--- src/rtl/ecpr_pkg.sv ---
package ecpr_pkg;

  localparam int unsigned DefNumFrames = 64;
  localparam int unsigned DefNumPages  = 1024;

  localparam int unsigned CfgW    = 7;
  localparam int unsigned StatusW = 3;
  localparam int unsigned FrameW  = 6;
  localparam int unsigned PageW   = 10;

  typedef enum logic [StatusW-1:0] {
    ST_HIT      = 3'd0,
    ST_FAULT    = 3'd1,
    ST_EVICT    = 3'd2,
    ST_RELEASED = 3'd3,
    ST_NOT_RES  = 3'd4
  } status_e;

  localparam logic CMD_REF = 1'b0;
  localparam logic CMD_REL = 1'b1;

  typedef enum logic [3:0] {
    S_IDLE,
    S_PLOOK,
    S_DECIDE,
    S_FREE_RD,
    S_FREE_CHK,
    S_SCAN_RD,
    S_SCAN_CHK,
    S_EV_RD,
    S_EV_CHK,
    S_FINISH
  } state_e;

endpackage

--- src/rtl/ecpr_frame_mem.sv ---
module ecpr_frame_mem #(
  parameter int unsigned NumFrames = ecpr_pkg::DefNumFrames,
  parameter int unsigned PageIdxW  = 10
) (
  input  logic                         clk_i,
  input  logic                         rst_ni,
  input  logic [$clog2(NumFrames)-1:0] rd_addr_i,
  output logic                         rd_occ_o,
  output logic                         rd_use_o,
  output logic                         rd_dirty_o,
  output logic [PageIdxW-1:0]          rd_owner_o,
  input  logic                         wr_en_i,
  input  logic [$clog2(NumFrames)-1:0] wr_addr_i,
  input  logic                         wr_occ_i,
  input  logic                         wr_use_i,
  input  logic                         wr_dirty_i,
  input  logic                         wr_owner_en_i,
  input  logic [PageIdxW-1:0]          wr_owner_i,
  output logic                         clr_busy_o
);
  import ecpr_pkg::*;

  localparam int unsigned AW = $clog2(NumFrames);

  logic [2:0]          flags_q [NumFrames];
  logic [PageIdxW-1:0] owner_q [NumFrames];
  logic [2:0]          flags_rd_q;
  logic [PageIdxW-1:0] owner_rd_q;
  logic [AW:0]         clr_q, clr_d;

  assign clr_busy_o = ~clr_q[AW];
  assign clr_d = clr_q + 1'b1;

  always_ff @(posedge clk_i or negedge rst_ni) begin
    if (!rst_ni) begin
      clr_q <= '0;
    end else if (clr_busy_o) begin
      clr_q <= (clr_q[AW-1:0] == AW'(NumFrames - 1)) ? {1'b1, {AW{1'b0}}} : clr_d;
    end
  end

  always_ff @(posedge clk_i) begin
    if (clr_busy_o) begin
      flags_q[clr_q[AW-1:0]] <= '0;
    end else if (wr_en_i) begin
      flags_q[wr_addr_i] <= {wr_occ_i, wr_use_i, wr_dirty_i};
    end
    if (!clr_busy_o && wr_en_i && wr_owner_en_i) begin
      owner_q[wr_addr_i] <= wr_owner_i;
    end
    flags_rd_q <= flags_q[rd_addr_i];
    owner_rd_q <= owner_q[rd_addr_i];
  end

  assign rd_occ_o   = flags_rd_q[2];
  assign rd_use_o   = flags_rd_q[1];
  assign rd_dirty_o = flags_rd_q[0];
  assign rd_owner_o = owner_rd_q;

endmodule

--- config.mk ---
export PLATFORM = sky130hd
export DESIGN_NAME = ecpr_frame_mem
export DESIGN_NICKNAME = d
export VERILOG_FILES = /design/src/rtl/ecpr_pkg.sv /design/src/rtl/ecpr_frame_mem.sv
export SDC_FILE = /design/constraint.sdc
export NUM_CORES = 1
export LEC_CHECK = 0
export BUFFER_PORTS_ARGS = -buffer_cell sky130_fd_sc_hd__buf_2
export CAP_MARGIN = 20
export CORE_MARGIN = 2
export CORE_UTILIZATION = 50
export DETAILED_ROUTE_END_ITERATION = 7
export GPL_TIMING_DRIVEN = 1
export HOLD_SLACK_MARGIN = 0.08
export PLACE_DENSITY_LB_ADDON = 0.12
export SLEW_MARGIN = 0
export SYNTH_ARGS = -nofsm -noshare
export SYNTH_HDL_FRONTEND = slang
export SYNTH_SLANG_ARGS = --single-unit
--- constraint.sdc ---
create_clock -name clk_i -period 3.54 [get_ports clk_i]
set_input_delay 0.708 -clock clk_i [delete_from_list [all_inputs] [get_ports clk_i]]
set_output_delay 0.708 -clock clk_i [all_outputs]
set_load 0.05 [all_outputs]
**Word level (Yosys, flattened, before mapping)**

Memory sizes are Yosys's and may differ from the RTL's. A register that Yosys moved wholly into a read port is not among the register bits.
Cells that the tools add are included.

- Bits in registers: 7
- Bits in writable memories: 832
- Input port bits: 29
- Output and inout port bits: 14
- Logic and storage cells: 21
- Memories: 2

- Add/subtract/negate cells: 1
- Eq/ne operators: 1
- Muxes and demuxes: 11
- Bitwise logic cells: 1
- Reduce and logical (&&, ||, !) cells: 3

Memory list:

| name | depth | width | rd ports | clocked after memory_dff | write ports | RTL line | source |
|---|---|---|---|---|---|---|---|
| owner_q | 64 | 10 | 1 | 1 | 1 | ecpr_frame_mem.sv:26 | `logic [PageIdxW-1:0] owner_q [NumFrames];` |
| flags_q | 64 | 3 | 1 | 1 | 1 | ecpr_frame_mem.sv:25 | `logic [2:0] flags_q [NumFrames];` |

Operator list:

| kind | count |
|---|---|
| $mux W7 | 2 |
| $add A7 B1 Y7 const B | 1 |
| $mux W1 | 7 |
| $eq A6 B6 Y1 const B | 1 |
| $mux W6 | 1 |
| $mux W3 | 1 |
| $reduce_or A3 Y1 | 1 |
| $logic_and A1 B1 Y1 | 2 |
| $not A1 Y1 | 1 |

**Longest topological paths before layout**

Gate-level depths: netlist of run 1.

- Depth after elaboration: 5
- Depth in mapped cells: 8
- Mapped depth without buffers: 6

**Worst setup path before layout of run 1**

OpenSTA, ideal clock, no wires.

- Path kind: input port to flip-flop
- From: input wr_en_i
- To: memory owner_q[32][0], enable pin
- Setup time: 0.404 ns
- Arrival time: 2.593 ns
- Required time: 3.136 ns
- Path slack: 0.543 ns
- Cell stages on the path: 6
- Buffers on the path: 2
- Cells stage by stage: and2_1 buf_2 nand2_1 or3_1 clkbuf_1 nor4_1

- Cells in the longest elaborated chain, start to end: 4

RTL lines:

| element | RTL line | source |
|---|---|---|
| start: declaration | ecpr_frame_mem.sv:12 | `input logic wr_en_i,` |
| $logic_and A1 B1 Y1 (2 in a row) | ecpr_frame_mem.sv:48 | `if (!clr_busy_o && wr_en_i && wr_owner_en_i) begin` |
| $mux W1 | ecpr_frame_mem.sv:48 |  |
| $mux W1 (not written as such) | ecpr_frame_mem.sv:49 | `owner_q[wr_addr_i] <= wr_owner_i;` |
| end: declaration | ecpr_frame_mem.sv:26 |  |

No other way between the ends.

**Final worst setup path of run 1**

- From: register clr_q[6]
- To: memory flags_q[52][1], enable pin

- Cells in the longest elaborated chain, start to end: 4
- Elaborated cells on any way between the ends: 6
- Classes of those cells: mux: 5; reduce/logical: 1

RTL lines:

| element | RTL line | source |
|---|---|---|
| start: declaration | ecpr_frame_mem.sv:29 | `logic [AW:0] clr_q, clr_d;` |
| start signal: assignment | ecpr_frame_mem.sv:38 | `clr_q <= (clr_q[AW-1:0] == AW'(NumFrames - 1)) ? {1'b1, {AW{1'b0}}} : clr_d;` |
| $mux W1 | ecpr_frame_mem.sv:43 | `if (clr_busy_o) begin` |
| $mux W1 (not written as such) | ecpr_frame_mem.sv:46 | `flags_q[wr_addr_i] <= {wr_occ_i, wr_use_i, wr_dirty_i};` |
| $reduce_or A3 Y1 (no source line) | n/a |  |
| $mux W6 (no source line) or $mux W1 (tied branches) | n/a |  |
| end: declaration | ecpr_frame_mem.sv:25 |  |

Several ways; a longest one is shown, not always the timed one.

==> results.py, run 1 <==
metrics = {
    "floorplan": {
        "core-area_sq_um": 65700,
        "start_util": 0.504,
        "die_h_um": 261,
        "die_area_sq_um": 68400,
        "die-width_um": 261,
        "io_pins": 43,
        "fp-row-count": 94,
    },
    "worst_setup_path": {
        "crit_fanout": 15,
        "r2r_cells": 4,
        "reg2reg_from": "clr_q[6]",
        "start_kind": "register",
        "critPathRequiredTime_ps": 3830,
        "worst-endpoint-arrival_ps": 2810,
        "ff2ff_setup_slack_ps": 1030,
        "rr_endpoint": "flags_q[52][1]",
        "path_class": "reg2reg",
        "endpoint_kind": "register",
    },
    "yosys": {
        "syn_area_sq_um": 33100,
        "synthArstFlopShare": 0.00822,
        "yosys.area.top_type": "edfxtp_1",
        "yosysTopAreaCellShare": 0.754,
        "synthFlopType": "edfxtp_1",
        "syn_area_per_cell_sq_um": 20.6,
        "synth_common_cells": "edfxtp_1, mux4_2, nor2_1",
        "synth-edff-count": 832,
        "yosys.cell_count.top_type": "edfxtp_1",
        "syn_nets": 1642,
        "yosysSeqAreaShare": 0.767,
        "synth_seq_cells": 852,
        "synth_cell_types": 45,
        "synth_warnings": 0,
        "syn_inst": 1612,
        "ys_top_cells_by_area": "edfxtp_1, mux4_2, mux2i_1, nor2_1, dfxtp_1",
    },
    "power_and_ir_drop": {
        "switching_power_mw": 4.34,
        "seqPwrFrac": 0.528,
        "p_leak_nw": 11.7,
        "clkPwrFrac": 0.427,
        "p_total_mw": 21.0,
        "comb_power_share": 0.045,
        "vdd_drop_max_mv": 0.450,
        "power.share.switching": 0.207,
        "power.density_nw_per_um2": 551,
        "intPower_mw": 16.6,
    },
    "finish": {
        "final_util": 0.579,
        "stdcell_count": 2727,
        "drive_gt1_frac": 0.276,
        "nets": 1822,
        "area_growth_pct": 14.9,
        "antennaDiodeCount": 0,
        "stdcell_area_sq_um": 38100,
    },
    "clock_tree": {
        "clkTransAtPathRegs_ps": 60,
        "clk_path_buf_depth": 3,
        "clock_sinks": 852,
        "cts_tree": "done",
        "clk_latency_ps": 630,
        "root_buffer": "clkbuf_16",
        "numCtsBuffers": 86,
        "cts_resized": 0,
        "htree_levels": 3,
    },
    "sta": {
        "hold_viol": 0,
        "slew_viol_final": 0,
        "fin_crit_sh": 0.710,
        "worstMarginPinSlew_ps": 1120,
        "max_slew_margin": 0.253,
        "fmax_mhz": 398,
        "finalSetupViolCount": 0,
        "skew_ps": 22.4,
        "fin_hold_ws_ps": 410,
        "fin_ws_ps": 1030,
        "tns_ps": 0,
        "period_minus_slack_ps": 2510,
        "rsz0062_at_grt": "no",
    },
    "placement": {
        "dp_hpwl_um": 49500,
        "dp.cells": 2564,
        "port_buffers": 42,
        "dpl_cell_area_sq_um": 35200,
        "place.gp.congestion": 0.802,
        "post-place-ws_ps": 396,
    },
    "route": {
        "vias": 16517,
        "detail-route-antenna-nets": 0,
        "drt-pass1-iter-count": 6,
        "drt-initial-drc-count": 1532,
        "viasPerCell": 6.06,
        "routed_wl_um": 78300,
        "wl_per_cell_um": 28.7,
        "drc": 0,
    },
    "hold_path": {
        "hp-start": "wr_owner_i[0]",
        "whs_endpoint": "owner_q[28][0]",
        "min-delay-path-class": "in2reg",
        "min_path_cells": 1,
    },
    "global_routing": {
        "grt_pass1_wl_um": 114000,
        "antenna_found_initial": 1,
        "grt_pass1_vias": 16947,
        "grt_max_degree": 65,
        "grt_use_total": 0.235,
        "grt_overflow": 0,
    },
    "flow_run": {
        "drv_cap": 0,
    },
    "status": {
        "outcome": "finished clean",
    },
}
-- flip-flops by register name, summed over array words and instances, names as in the netlist --
register,flops
flags_q,192
clr_q,7
rd_owner_o,10
owner_q,640
flags_rd_q,3
-- worst max-delay path, cell delays in order (launching register included) --
cell and delay [ps]:
dfrtp_1 520, nand2_1 340, o22ai_1 400, nand2_1 460, nor2_1 450
-- final cells by class --
class	count	area, sq um
flip-flops and latches	852	25400
clock inverters	39	373
fillers	4856	27700
repair buffers	185	1500
multi-input cells	666	7260
clock buffers	120	2420
inverters	1	3.75
well taps	864	1080
-- kinds of logic after synthesis --
group | synth area share
mux | 0.154
fa+ha+maj | 0.000377
xor+xnor | 0.000529
buf+inv | 0.0144
compound gates | 0.0292
simple gates | 0.0350
flops | 0.767
-- placed cells by master, fill, tap and decap left out, types with 7 or more instances in the layout --
cell	count
dfxtp_1	13
o21ai_0	13
dfrtp_1	7
buf_2	39
o221ai_1	11
nand3b_1	8
nor2b_1	7
mux4_2	197
nor2_1	154
a32o_1	12
clkbuf_1	24
clkinv_2	9
o31ai_1	14
a22oi_1	23
a211oi_1	23
buf_4	128
mux2i_1	62
clkbuf_16	90
edfxtp_1	832
buf_12	14
clkinv_1	13
o22ai_1	25
nand2_1	50
nand3_1	13
-- routing by layer --
metal	wire [um]	global-route usage
met1	33200	0.330
met2	37800	0.375
met3	4660	0.0404
met4	2530	0.0876
met5	0	0
-- power groups by stage --
stage	Sequential [mW]	Clock [mW]	Combinational [mW]
after floorplan	11.3	0	0.466
after global placement	11.3	0	0.945
after detailed placement	11.3	0	0.958
after CTS	11.1	9.11	0.960
after global routing	11.1	9.48	1.01
final	11.1	8.95	0.952
-- timing repair --
| item | CTS | global route |
|---|---|---|
| setup buffers | 0 | 0 |
| hold buffers | 1 | 0 |
| endpoints found under the hold margin | 7 | 0 |
-- how the worst max path moves through the flow --
stage | startpoint | slack [ps] | endpoint | cells after the start
after global placement | rd_addr_i[0] | 440 | rd_owner_o[3] | 7
after floorplan | wr_en_i | 540 | owner_q[32][0] | 6
final | clr_q[6] | 1030 | flags_q[52][1] | 4
after global routing | clr_q[6] | 800 | flags_q[52][1] | 4
after CTS | clr_q[6] | 1000 | flags_q[52][1] | 4
after detailed placement | rd_addr_i[0] | 400 | rd_owner_o[3] | 7
No activity file was read; power rests on OpenSTA's default activity.
==> run 2, diff against run 1 <==
ABC_AREA = 1   (was default)
clock period = 2.5 ns   (was 3.54 ns; I/O delays follow)
==> results.py, run 2 <==
metrics = {
    "status": {
        "outcome": "finished clean",
    },
    "worst_setup_path": {
        "start_kind": "register",
        "reg2reg_from": "clr_q[6]",
        "endpoint_kind": "register",
        "r2r_cells": 7,
        "rr_endpoint": "owner_q[3][0]",
        "path_class": "reg2reg",
        "ff2ff_setup_slack_ps": 300,
        "critPathRequiredTime_ps": 2830,
        "crit_start": "clr_q[6]",
        "crit_fanout": 11,
        "worst-endpoint-arrival_ps": 2530,
    },
    "yosys": {
        "synth_seq_cells": 852,
        "ys_top_cells_by_area": "edfxtp_1, nand2_1, nand3_1, nor2_1, buf_2",
        "synthArstFlopShare": 0.00822,
        "synthFlopType": "edfxtp_1",
        "synth_cell_types": 30,
        "synth_common_cells": "nand2_1, edfxtp_1, nand3_1",
        "yosysTopAreaCellShare": 0.718,
        "syn_area_per_cell_sq_um": 11.4,
        "yosys.area.top_type": "edfxtp_1",
        "yosys.cell_count.top_type": "nand2_1",
        "syn_nets": 3077,
        "yosysSeqAreaShare": 0.730,
        "synth-edff-count": 832,
        "synth_warnings": 0,
        "syn_inst": 3047,
        "syn_area_sq_um": 34800,
    },
    "route": {
        "wl_per_cell_um": 21.6,
        "routed_wl_um": 89800,
        "viasPerCell": 5.59,
        "drc": 0,
        "drt-initial-drc-count": 2381,
        "drt-pass1-iter-count": 5,
        "vias": 23232,
        "detail-route-antenna-nets": 0,
    },
    "finish": {
        "antennaDiodeCount": 0,
        "final_util": 0.582,
        "final_common_cell": "nand2_1",
        "largest_register_ffs": 640,
        "area_growth_pct": 14.8,
        "multi_input_area_sq_um": 8470,
        "mostFrequentLayoutCells": "nand2_1, edfxtp_1, nand3_1, nor2_1, buf_4",
        "nets": 3188,
        "fillers": 5648,
        "stdcell_count": 4157,
        "drive_gt1_frac": 0.107,
        "regArea_sq_um": 25400,
        "top_register": "owner_q",
    },
    "placement": {
        "post-place-ws_ps": 147,
        "dp_hpwl_um": 54700,
        "place.gp.congestion": 0.872,
        "dp.cells": 3999,
        "port_buffers": 42,
    },
    "clock_tree": {
        "clock_sinks": 852,
        "cts_tree": "done",
        "numCtsBuffers": 87,
        "htree_levels": 3,
        "clk_latency_ps": 640,
        "clk_path_buf_depth": 3,
        "clkTransAtPathRegs_ps": 60,
        "root_buffer": "clkbuf_16",
        "postCtsSetupBuffers": 0,
    },
    "floorplan": {
        "io_pins": 43,
        "start_util": 0.507,
        "fp-row-count": 96,
        "core-area_sq_um": 68700,
        "die-width_um": 268,
        "die_area_sq_um": 71700,
        "die_h_um": 268,
    },
    "sta": {
        "max_slew_margin": 0.532,
        "rsz0062_at_grt": "no",
        "fmax_mhz": 455,
        "worstMarginPinSlew_ps": 700,
        "hold_viol": 0,
        "fin_ws_ps": 300,
        "slew_viol_final": 0,
        "tns_ps": 0,
        "finalSetupViolCount": 0,
        "skew_ps": 15.3,
        "period_minus_slack_ps": 2200,
        "fin_crit_sh": 0.880,
    },
    "power_and_ir_drop": {
        "vdd_drop_max_mv": 0.560,
        "p_leak_nw": 14.5,
        "power.density_nw_per_um2": 755,
    },
    "flow_run": {
        "drv_cap": 0,
    },
    "global_routing": {
        "grt_use_total": 0.254,
        "grt_max_degree": 65,
        "grt_overflow": 0,
        "grt_pass1_vias": 22115,
        "grt_pass1_wl_um": 136000,
        "antenna_found_initial": 2,
    },
    "hold_path": {
        "min-delay-path-class": "in2async",
    },
}
run 2: cell types whose count changed after synthesis, moves of 14 or more:
cell,before,now
a211oi_1,23,0
a22oi_1,23,0
buf_1,5,26
buf_2,34,89
clkbuf_1,39,65
inv_1,1,30
mux2i_1,62,0
mux4_2,197,0
nand2_1,50,1083
nand3_1,13,713
nor2_1,154,139
o22ai_1,25,1
o31ai_1,14,0
run 2: cell families after synthesis:
group | share of synthesized area
xor gates and xnor gates | 0.000755
AOI/OAI and AO/OA | 0.00244
DFF | 0.730
buffers and inverters | 0.0270
and+or+nand+nor | 0.239
adders and majority gates | 0.000359
run 2: worst max-delay path: stages, from the launching register on:
cell and delay (ps):
dfrtp_1 430, nand2_2 90, buf_4 180, nor2_1 110
buf_4 180, nand2_1 400, nor2_1 280, buf_4 230
run 2: worst max path at each step:
stage,cells past startpoint,endpoint
finish,7,owner_q[3][0]
global route,8,flags_q[43][1]
CTS,8,flags_q[43][1]
detailed placement,9,flags_q[43][1]
global placement,8,flags_q[11][2]
floorplan,3,flags_q[0][0]
run 2: area by class of cell:
| type | instances | area share |
|---|---|---|
| tap | 931 | 0.0292 |
| inverter | 37 | 0.00382 |
| timing repair buffer | 204 | 0.0500 |
| sequential | 852 | 0.636 |
| multi-input combinational | 1976 | 0.212 |
| clock inverter | 47 | 0.0102 |
| clock buffer | 110 | 0.0587 |
run 2: where the power goes:
| group | switching (mW) | internal, mW | leakage, nW | total, mW |
|---|---|---|---|---|
| clock | 5.26 | 7.34 | 1.36 | 12.6 |
| sequential | 0.0155 | 15.6 | 7.28 | 15.7 |
| combinational | 1.38 | 0.527 | 5.88 | 1.91 |
| total | 6.65 | 23.5 | 14.5 | 30.2 |
run 2: repair_timing:
item / 4_1_cts / 5_1_grt
resized for setup: 0 / 0
hold buffers: 1 / 0
endpoints found under the hold margin: 7 / 0
run 2: layer usage:
layer,share of wire,vias to the layer above,global-route usage
met5,0.00020,-,0
met1,0.44,11302,0.374
met3,0.079,150,0.0440
met2,0.45,912,0.391
li1,-,10864,-
met4,0.027,4,0.0767
run 2: through the flow:
stage               hold slack (ps)  cell area [sq um]  power [mW]
floorplan                       204              34800        17.0
global placement                342              37200        17.8
detailed placement              350              37200        17.9
CTS                             215              40000        30.4
global route                    233              40000        31.1
finish                          233              40000        30.2
